`config.mk`:
```
export PLATFORM = sky130hd
export DESIGN_NAME = sha1_feedback_packet_cipher
export DESIGN_NICKNAME = d
export VERILOG_FILES = /design/src/rtl/core/sfpc_pkg.sv /design/src/rtl/core/sfpc_ctrl.sv /design/src/rtl/core/sfpc_dpath.sv /design/src/rtl/core/sha1_feedback_packet_cipher.sv
export SDC_FILE = /design/constraint.sdc
export NUM_CORES = 2
export LEC_CHECK = 0
export ABC_AREA = 1
export BUFFER_PORTS_ARGS = -buffer_cell sky130_fd_sc_hd__buf_2
export CAP_MARGIN = 10
export CORE_MARGIN = 3
export CORE_UTILIZATION = 55
export DETAILED_ROUTE_END_ITERATION = 10
export PLACE_DENSITY = 0.82
export SYNTH_ARGS = -nofsm -noshare
export SYNTH_HDL_FRONTEND = slang
export SYNTH_SLANG_ARGS = --single-unit
export TNS_END_PERCENT = 100
```
`constraint.sdc`:
```
create_clock -name clk -period 23.7 [get_ports clk]
set_input_delay 2.37 -clock clk [delete_from_list [all_inputs] [get_ports clk]]
set_output_delay 2.37 -clock clk [all_outputs]
set_load 0.02 [all_outputs]
```
`src/rtl/core/sfpc_pkg.sv`:
```
// Package for the SHA-1 feedback packet cipher.
// Holds payload structs, register indexes, SHA-1 constants and the control struct.
// No dependencies.
package sfpc_pkg;

  localparam int PACKET_BYTES_DEF    = 16;
  localparam int CHALLENGE_BYTES_DEF = 32;
  localparam int CFG_IDX_W           = 3;
  localparam int CFG_DATA_W          = 64;

  localparam logic [CFG_IDX_W-1:0] REG_DIRECTION = 3'd0;
  localparam logic [CFG_IDX_W-1:0] REG_CHAL0     = 3'd1;
  localparam logic [CFG_IDX_W-1:0] REG_CHAL1     = 3'd2;
  localparam logic [CFG_IDX_W-1:0] REG_CHAL2     = 3'd3;
  localparam logic [CFG_IDX_W-1:0] REG_CHAL3     = 3'd4;
  localparam logic [CFG_IDX_W-1:0] REG_KEY_HIGH  = 3'd5;
  localparam logic [CFG_IDX_W-1:0] REG_KEY_MID   = 3'd6;
  localparam logic [CFG_IDX_W-1:0] REG_KEY_LOW   = 3'd7;

  localparam logic CMD_RESTART = 1'b0;
  localparam logic CMD_DATA    = 1'b1;

  localparam logic [31:0] H0 = 32'h67452301;
  localparam logic [31:0] H1 = 32'hEFCDAB89;
  localparam logic [31:0] H2 = 32'h98BADCFE;
  localparam logic [31:0] H3 = 32'h10325476;
  localparam logic [31:0] H4 = 32'hC3D2E1F0;

  typedef struct packed {
    logic       command;
    logic [7:0] data_byte;
  } in_item_t;

  typedef struct packed {
    logic [7:0] out_byte;
    logic       packet_end;
  } out_item_t;

  // controller -> datapath commands
  typedef struct packed {
    logic restart;    // load key from config
    logic byte_go;    // xor current byte, save plaintext
    logic hash_init;  // build block, load working vars
    logic round_go;   // one SHA-1 round
    logic hash_done;  // fold result into key
  } sfpc_cmd_t;

  // datapath -> controller status
  typedef struct packed {
    logic last_byte;  // current byte closes the packet
    logic last_round; // round counter at 79
  } sfpc_sts_t;

  function automatic logic [31:0] rol32(input logic [31:0] x, input int n);
    rol32 = (x << n) | (x >> (32 - n));
  endfunction

endpackage

```
`src/rtl/core/sfpc_ctrl.sv`:
```
// Controller for the SHA-1 feedback packet cipher.
// Sequences byte transactions and the 80-round key renewal; uses sfpc_pkg.
module sfpc_ctrl (
  input  logic                 clk,
  input  logic                 rst_n,
  input  logic                 in_valid,
  output logic                 in_ready,
  input  logic                 in_cmd,
  output logic                 out_valid,
  input  logic                 out_ready,
  output logic                 out_end,
  output sfpc_pkg::sfpc_cmd_t  cmd,
  input  sfpc_pkg::sfpc_sts_t  sts
);

  typedef enum logic [1:0] {ST_IDLE, ST_INIT, ST_ROUND} state_t;

  state_t state_r, state_nxt;
  logic   out_valid_r, out_valid_nxt;
  logic   out_end_r, out_end_nxt;
  logic   accept;

  // accept only when idle and the output register is free or draining
  assign in_ready  = (state_r == ST_IDLE) && (!out_valid_r || out_ready);
  assign accept    = in_valid && in_ready;
  assign out_valid = out_valid_r;
  assign out_end   = out_end_r;

  always_comb begin
    cmd           = '0;
    state_nxt     = state_r;
    out_valid_nxt = out_valid_r && !out_ready;
    out_end_nxt   = out_end_r;
    unique case (state_r)
      ST_IDLE: begin
        if (accept) begin
          if (in_cmd == sfpc_pkg::CMD_RESTART) begin
            cmd.restart   = 1'b1;
            out_valid_nxt = 1'b1;
            out_end_nxt   = 1'b0;
          end else begin
            cmd.byte_go = 1'b1;
            if (sts.last_byte) begin
              state_nxt = ST_INIT;
            end else begin
              out_valid_nxt = 1'b1;
              out_end_nxt   = 1'b0;
            end
          end
        end
      end
      ST_INIT: begin
        cmd.hash_init = 1'b1;
        state_nxt     = ST_ROUND;
      end
      ST_ROUND: begin
        cmd.round_go = 1'b1;
        if (sts.last_round && !out_valid_r) begin
          cmd.hash_done = 1'b1;
          out_valid_nxt = 1'b1;
          out_end_nxt   = 1'b1;
          state_nxt     = ST_IDLE;
        end
      end
      default: state_nxt = ST_IDLE;
    endcase
  end

  always_ff @(posedge clk) begin
    if (!rst_n) begin
      state_r     <= ST_IDLE;
      out_valid_r <= 1'b0;
      out_end_r   <= 1'b0;
    end else begin
      state_r     <= state_nxt;
      out_valid_r <= out_valid_nxt;
      out_end_r   <= out_end_nxt;
    end
  end

endmodule

```
`src/rtl/core/sfpc_dpath.sv`:
```
// Datapath for the SHA-1 feedback packet cipher: key, packet store, SHA-1 round unit.
// Driven by sfpc_ctrl commands; uses sfpc_pkg.
module sfpc_dpath #(
  parameter int PACKET_BYTES    = sfpc_pkg::PACKET_BYTES_DEF,
  parameter int CHALLENGE_BYTES = sfpc_pkg::CHALLENGE_BYTES_DEF
) (
  input  logic                clk,
  input  logic                rst_n,
  input  logic                direction,
  input  logic [255:0]        challenge,
  input  logic [159:0]        init_key,
  input  logic [7:0]          in_data,
  output logic [7:0]          out_data,
  input  sfpc_pkg::sfpc_cmd_t cmd,
  output sfpc_pkg::sfpc_sts_t sts
);

  // position only runs 0..PACKET_BYTES-1
  localparam int POS_W   = (PACKET_BYTES > 1) ? $clog2(PACKET_BYTES) : 1;
  localparam int MSG_LEN = CHALLENGE_BYTES + PACKET_BYTES;

  logic [159:0]      key_r;
  logic [POS_W-1:0]  pos_r;
  logic [7:0]        pkt_r [PACKET_BYTES];
  logic [7:0]        out_data_r;
  logic [31:0]       w_r [16];
  logic [31:0]       a_r, b_r, c_r, d_r, e_r;
  logic [6:0]        rnd_r;
  logic [7:0]        kbyte, dout;
  logic [511:0]      blk;
  logic [31:0]       f, k, t, wi, wnew;

  // key byte at current position
  always_comb begin
    kbyte = key_r[159 - 8*pos_r -: 8];
    dout  = in_data ^ kbyte;
  end

  assign out_data       = out_data_r;
  assign sts.last_byte  = (32'(pos_r) + 32'd1 >= 32'(PACKET_BYTES));
  assign sts.last_round = (rnd_r == 7'd79);

  // padded message block
  always_comb begin
    blk = '0;
    for (int i = 0; i < CHALLENGE_BYTES; i++) blk[511 - 8*i -: 8] = challenge[255 - 8*i -: 8];
    for (int i = 0; i < PACKET_BYTES; i++) blk[511 - 8*(CHALLENGE_BYTES + i) -: 8] = pkt_r[i];
    blk[511 - 8*MSG_LEN -: 8] = 8'h80;
    blk[63:0] = 64'(MSG_LEN * 8);
  end

  // round function
  always_comb begin
    wi   = w_r[0];
    wnew = sfpc_pkg::rol32(w_r[13] ^ w_r[8] ^ w_r[2] ^ w_r[0], 1);
    if (rnd_r < 7'd20) begin
      f = (b_r & c_r) | (~b_r & d_r); k = 32'h5A827999;
    end else if (rnd_r < 7'd40) begin
      f = b_r ^ c_r ^ d_r; k = 32'h6ED9EBA1;
    end else if (rnd_r < 7'd60) begin
      f = (b_r & c_r) | (b_r & d_r) | (c_r & d_r); k = 32'h8F1BBCDC;
    end else begin
      f = b_r ^ c_r ^ d_r; k = 32'hCA62C1D6;
    end
    t = sfpc_pkg::rol32(a_r, 5) + f + e_r + k + wi;
  end

  // packet store (no reset)
  always_ff @(posedge clk) begin
    if (cmd.byte_go) pkt_r[pos_r] <= direction ? dout : in_data;
  end

  // schedule window and working variables
  always_ff @(posedge clk) begin
    if (cmd.byte_go) out_data_r <= dout;
    else if (cmd.restart) out_data_r <= 8'h00;
    if (cmd.hash_init) begin
      for (int i = 0; i < 16; i++) w_r[i] <= blk[511 - 32*i -: 32];
      a_r <= sfpc_pkg::H0; b_r <= sfpc_pkg::H1; c_r <= sfpc_pkg::H2;
      d_r <= sfpc_pkg::H3; e_r <= sfpc_pkg::H4;
    end else if (cmd.round_go && !cmd.hash_done && rnd_r != 7'd80) begin
      for (int i = 0; i < 15; i++) w_r[i] <= w_r[i+1];
      w_r[15] <= wnew;
      a_r <= t; b_r <= a_r; c_r <= sfpc_pkg::rol32(b_r, 30); d_r <= c_r; e_r <= d_r;
    end
  end

  // control state: key, position, round counter
  always_ff @(posedge clk) begin
    if (!rst_n) begin
      key_r <= '0;
      pos_r <= '0;
      rnd_r <= '0;
    end else begin
      if (cmd.restart) begin
        key_r <= init_key;
        pos_r <= '0;
      end else if (cmd.byte_go) begin
        pos_r <= sts.last_byte ? '0 : pos_r + POS_W'(1);
      end
      if (cmd.hash_init) rnd_r <= '0;
      else if (cmd.round_go && rnd_r != 7'd80) rnd_r <= rnd_r + 7'd1;
      if (cmd.hash_done) begin
        key_r <= {t + sfpc_pkg::H0, a_r + sfpc_pkg::H1, sfpc_pkg::rol32(b_r, 30) + sfpc_pkg::H2,
                  c_r + sfpc_pkg::H3, d_r + sfpc_pkg::H4};
        rnd_r <= '0;
      end
    end
  end

endmodule

```
`src/rtl/core/sha1_feedback_packet_cipher.sv`:
```
// SHA-1 feedback packet cipher, top level.
// Timing: an ordinary byte's result is registered; the byte closing a packet
// also runs key renewal (one SHA-1 round per cycle in the shared round unit, 80 rounds).
// Throughput: 1 transaction per cycle while the output is not stalled; none during key renewal.
// Reset: synchronous active low; config, key, position and round counter clear to zero (not the packet or hash store).
module sha1_feedback_packet_cipher #(
  parameter int PACKET_BYTES    = sfpc_pkg::PACKET_BYTES_DEF,
  parameter int CHALLENGE_BYTES = sfpc_pkg::CHALLENGE_BYTES_DEF
) (
  input  logic                               clk,
  input  logic                               rst_n,
  input  logic                               in_valid,
  output logic                               in_ready,
  input  sfpc_pkg::in_item_t                 in_data,
  output logic                               out_valid,
  input  logic                               out_ready,
  output sfpc_pkg::out_item_t                out_data,
  input  logic                               cfg_we,
  input  logic [sfpc_pkg::CFG_IDX_W-1:0]     cfg_index,
  input  logic [sfpc_pkg::CFG_DATA_W-1:0]    cfg_data
);

  logic         dir_r;
  logic [255:0] chal_r;
  logic [159:0] ikey_r;
  logic [7:0]   byte_out;
  logic         end_out;
  sfpc_pkg::sfpc_cmd_t cmd;
  sfpc_pkg::sfpc_sts_t sts;

  // configuration registers
  always_ff @(posedge clk) begin
    if (!rst_n) begin
      dir_r  <= 1'b0;
      chal_r <= '0;
      ikey_r <= '0;
    end else if (cfg_we) begin
      unique case (cfg_index)
        sfpc_pkg::REG_DIRECTION: dir_r <= cfg_data[0];
        sfpc_pkg::REG_CHAL0:     chal_r[255:192] <= cfg_data;
        sfpc_pkg::REG_CHAL1:     chal_r[191:128] <= cfg_data;
        sfpc_pkg::REG_CHAL2:     chal_r[127:64]  <= cfg_data;
        sfpc_pkg::REG_CHAL3:     chal_r[63:0]    <= cfg_data;
        sfpc_pkg::REG_KEY_HIGH:  ikey_r[159:96]  <= cfg_data;
        sfpc_pkg::REG_KEY_MID:   ikey_r[95:32]   <= cfg_data;
        sfpc_pkg::REG_KEY_LOW:   ikey_r[31:0]    <= cfg_data[31:0];
        default: ;
      endcase
    end
  end

  sfpc_ctrl u_ctrl (
    .clk, .rst_n, .in_valid, .in_ready,
    .in_cmd(in_data.command), .out_valid, .out_ready,
    .out_end(end_out), .cmd, .sts
  );

  sfpc_dpath #(.PACKET_BYTES(PACKET_BYTES), .CHALLENGE_BYTES(CHALLENGE_BYTES)) u_dpath (
    .clk, .rst_n, .direction(dir_r), .challenge(chal_r), .init_key(ikey_r),
    .in_data(in_data.data_byte), .out_data(byte_out), .cmd, .sts
  );

  assign out_data.out_byte   = byte_out;
  assign out_data.packet_end = end_out;

  // no new transaction while a result is pending and not drained
  a_no_accept_on_stall: assert property (@(posedge clk) disable iff (!rst_n)
    (out_valid && !out_ready) |-> !in_ready) else $error("accept during stall");
  // restart never reports packet end
  a_restart_clean: assert property (@(posedge clk) disable iff (!rst_n)
    cmd.restart |=> (out_valid && !out_data.packet_end)) else $error("restart end flag");
  // key fold only at the last round
  a_fold_last: assert property (@(posedge clk) disable iff (!rst_n)
    cmd.hash_done |-> sts.last_round) else $error("early fold");

endmodule
```
==> metrics.csv <==
metric,value,unit
status,finished clean,
Post-synth EDFFs,648,
unrepaired setup endpoints after global routing,no,
Syn Area/Cell,8.40,um2
clk slew on worst S/H paths,60,ps
Hold Fails Final Rpt,0,
Synth Flop Type,dfxtp_1,
initial core utilization,0.558,
proportion of layout cells with a drive suffix above 1,0.0702,
RePlAce Congestion,1.06,
Mapped Nets,7902,
H-tree levels,4,
Max transition margin,0.0787,
via/cell ratio,5.97,
max-cap violations,0,
grt total ovfl,0,
VDD IR max,0.0862,mV
Leak,30.2,nW
endpoints failing setup,0,
GRT Resource Usage Total,0.373,
Rows,124,
share of the synthesized area in the top cell type,0.303,
Die Ht,348,um
Synth Register Bits,1400,
"Seq/Total Area, Yosys",0.537,
Crit path top cell by count,nand2_1,
NumNets Final,7820,
gate count of the mapped netlist,7649,
ys async rst share,0,
TritonCTS buffer count,147,
WL/cell,24.9,um
CP max FO,24,
# port buffers,91,
Final Max Slew Viols,0,
Post-CTS Setup Bufs,0,
CTS tree,done,
I/O pin count,92,
initial antenna violation count,7,
"Req. time, crit path",24310,ps
Layout Utilization,0.613,
routed vias,55000,
crit path time final,7240,ps
Root Buffer,clkbuf_16,
Cell Pwr Density,122,nW/um2
Pre-antenna DRT Iters,9,
WP data arrival,7850,ps
placeable core area,115000,um2
largest stage delay on the critical path,850,ps
first-pass GRT wire length,334000,um
Max Freq,138,MHz
"count leader, synth",nand2_1,
"Cell Area, Synth",64200,um2
worst-case clock buffer depth,3,
"non-filler cells, final",9207,
YS warnings,0,
Synth area leader,edfxtp_1,
clk sinks,1400,
Detailed Route Iter0 Violations,8320,
number of remaining DRC errors,0,
slowest cell on the critical path,nand2_1,
Die ar.,121000,um2
cts repair resizes,0,
Area growth syn-to-layout,9.95,%
Final HPWL DP,159000,um
Area contributors post-synth,"edfxtp_1 30%, dfxtp_1 23%, nand2_1 12%",
library cells used by synthesis,57,
Setup TNS Final,0,ps
period utilisation layout,0.305,
most frequent cells after synthesis,"1988 x nand2_1, 1208 x nor2_1, 752 x dfxtp_1",
Post-Route Skew,48.2,ps
WL final,229000,um
post-route ant nets,0,
Slew @ Worst Pin,1370,ps
vias in the first global route,51500,
Startpoint Class,flip-flop,
PnR Total Power,8.58,mW
largest net degree at the start of global routing,182,
Setup crit end kind,flip-flop,
Crit Path Category,reg2reg,
Die Wd,348,um
hold-fix buffer count after cts,0,
worst skew pair latency,790,ps
Hold/Removal Path Class,reg2reg,
placed insts,8930,
-- worst max-delay path, delay by kind of cell (launching register included) --
kind,cells,cell delay (ps)
buf+inv,4,790
simple gates,17,3220
compound gates,4,1030
flops,1,360
fa+ha+maj,4,1640
-- per-layer routing --
metal	GRT usage	up-vias	share of wire
li1	-	24700	-
met1	0.506	26000	0.38
met2	0.547	3635	0.43
met3	0.103	584	0.14
met4	0.196	4	0.060
met5	0	-	0.00011
-- flip-flops by register name, summed over array words and instances, names as in the netlist --
name	flops
u_dpath.b_r	32
u_ctrl.out_end	1
u_dpath.e_r	32
u_dpath.d_r	32
u_dpath.w_r	512
chal_r	256
u_dpath.pos_r	4
dir_r	1
u_dpath.key_r	160
u_ctrl.out_valid	1
u_dpath.c_r	32
u_dpath.a_r	32
u_ctrl.state_r	2
ikey_r	160
u_dpath.out_data	8
u_dpath.pkt_r	128
u_dpath.rnd_r	7
-- final cells by class --
type	count	area [um2]
clock buffer	212	4320
fill	9569	44500
sequential	1400	34500
timing repair buffer	156	966
tap	1512	1890
clock inverter	61	588
antenna	4	10.0
inverter	704	2680
multi-input combinational	5158	25700
-- placed cells by master (no fill, tap or decap), types with 8 or more instances in the layout --
| cell | netlist | final |
|---|---|---|
| a21oi_1 | 214 | 214 |
| nor2_1 | 1208 | 1200 |
| o211ai_1 | 35 | 35 |
| dfxtp_1 | 752 | 751 |
| clkbuf_1 | 329 | 32 |
| clkinv_1 | 10 | 28 |
| xor2_1 | 76 | 76 |
| inv_1 | 669 | 663 |
| o21ai_1 | 13 | 19 |
| nand4_1 | 39 | 39 |
| nor2_2 | 12 | 12 |
| o221ai_1 | 38 | 38 |
| o22ai_1 | 109 | 109 |
| ha_1 | 54 | 54 |
| clkbuf_8 | 0 | 27 |
| nand2_1 | 1988 | 1985 |
| buf_4 | 2 | 64 |
| a31oi_1 | 67 | 67 |
| nor3_1 | 27 | 27 |
| clkbuf_16 | 0 | 153 |
| o21ai_0 | 651 | 643 |
| nor4_1 | 9 | 9 |
| xnor2_1 | 42 | 42 |
| a221oi_1 | 15 | 15 |
| clkinv_2 | 0 | 21 |
| nor2_4 | 6 | 14 |
| a211oi_1 | 8 | 8 |
| nand2_2 | 38 | 40 |
| inv_2 | 24 | 22 |
| fa_1 | 118 | 118 |
| nand3_1 | 215 | 215 |
| edfxtp_1 | 648 | 648 |
| or2_2 | 37 | 37 |
| buf_2 | 31 | 90 |
| a22oi_1 | 77 | 77 |
-- final timing paths --
kind,from,end,slack [ps],cells past startpoint
max,u_dpath.rnd_r[3]$_SDFFE_PP0P_,u_dpath.key_r[153]$_SDFFE_PN0P_,16460,29
min,ikey_r[96]$_SDFFE_PN0P_,ikey_r[96]$_SDFFE_PN0P_,460,2
max reg2reg,u_dpath.rnd_r[3]$_SDFFE_PP0P_,u_dpath.key_r[153]$_SDFFE_PN0P_,16460,29
min reg2reg,ikey_r[96]$_SDFFE_PN0P_,ikey_r[96]$_SDFFE_PN0P_,460,2
-- power by group --
group          total [mW]  switching [mW]  leakage (nW)  internal (mW)
registers            2.72           0.123          12.0           2.60
logic                3.53            2.51          15.8           1.02
clock network        2.33           0.999          2.39           1.33
total                8.58            3.63          30.2           4.96
-- stage by stage --
| stage | cell area, um2 | worst slack [ps] | hold slack [ps] |
|---|---|---|---|
| final | 70600 | 16460 | 460 |
| after floorplan | 64200 | 7350 | 425 |
| after global routing | 70600 | 15970 | 475 |
| after detailed placement | 65700 | 16600 | 449 |
| after global placement | 65700 | 16690 | 434 |
| after CTS | 70600 | 16570 | 457 |
-- kinds of logic (layout without fill, tap and decap cells) --
kind of cell | Yosys count | after routing | synth area share
simple gates | 3604 | 3604 | 0.223
other cells | 0 | 4 | 0
compound gates | 1264 | 1264 | 0.112
xor+xnor | 118 | 118 | 0.0161
fa+ha+maj | 172 | 172 | 0.0473
buf+inv | 1091 | 1133 | 0.0645
flops | 1400 | 1400 | 0.537
Power figures use the tool's default switching activity.
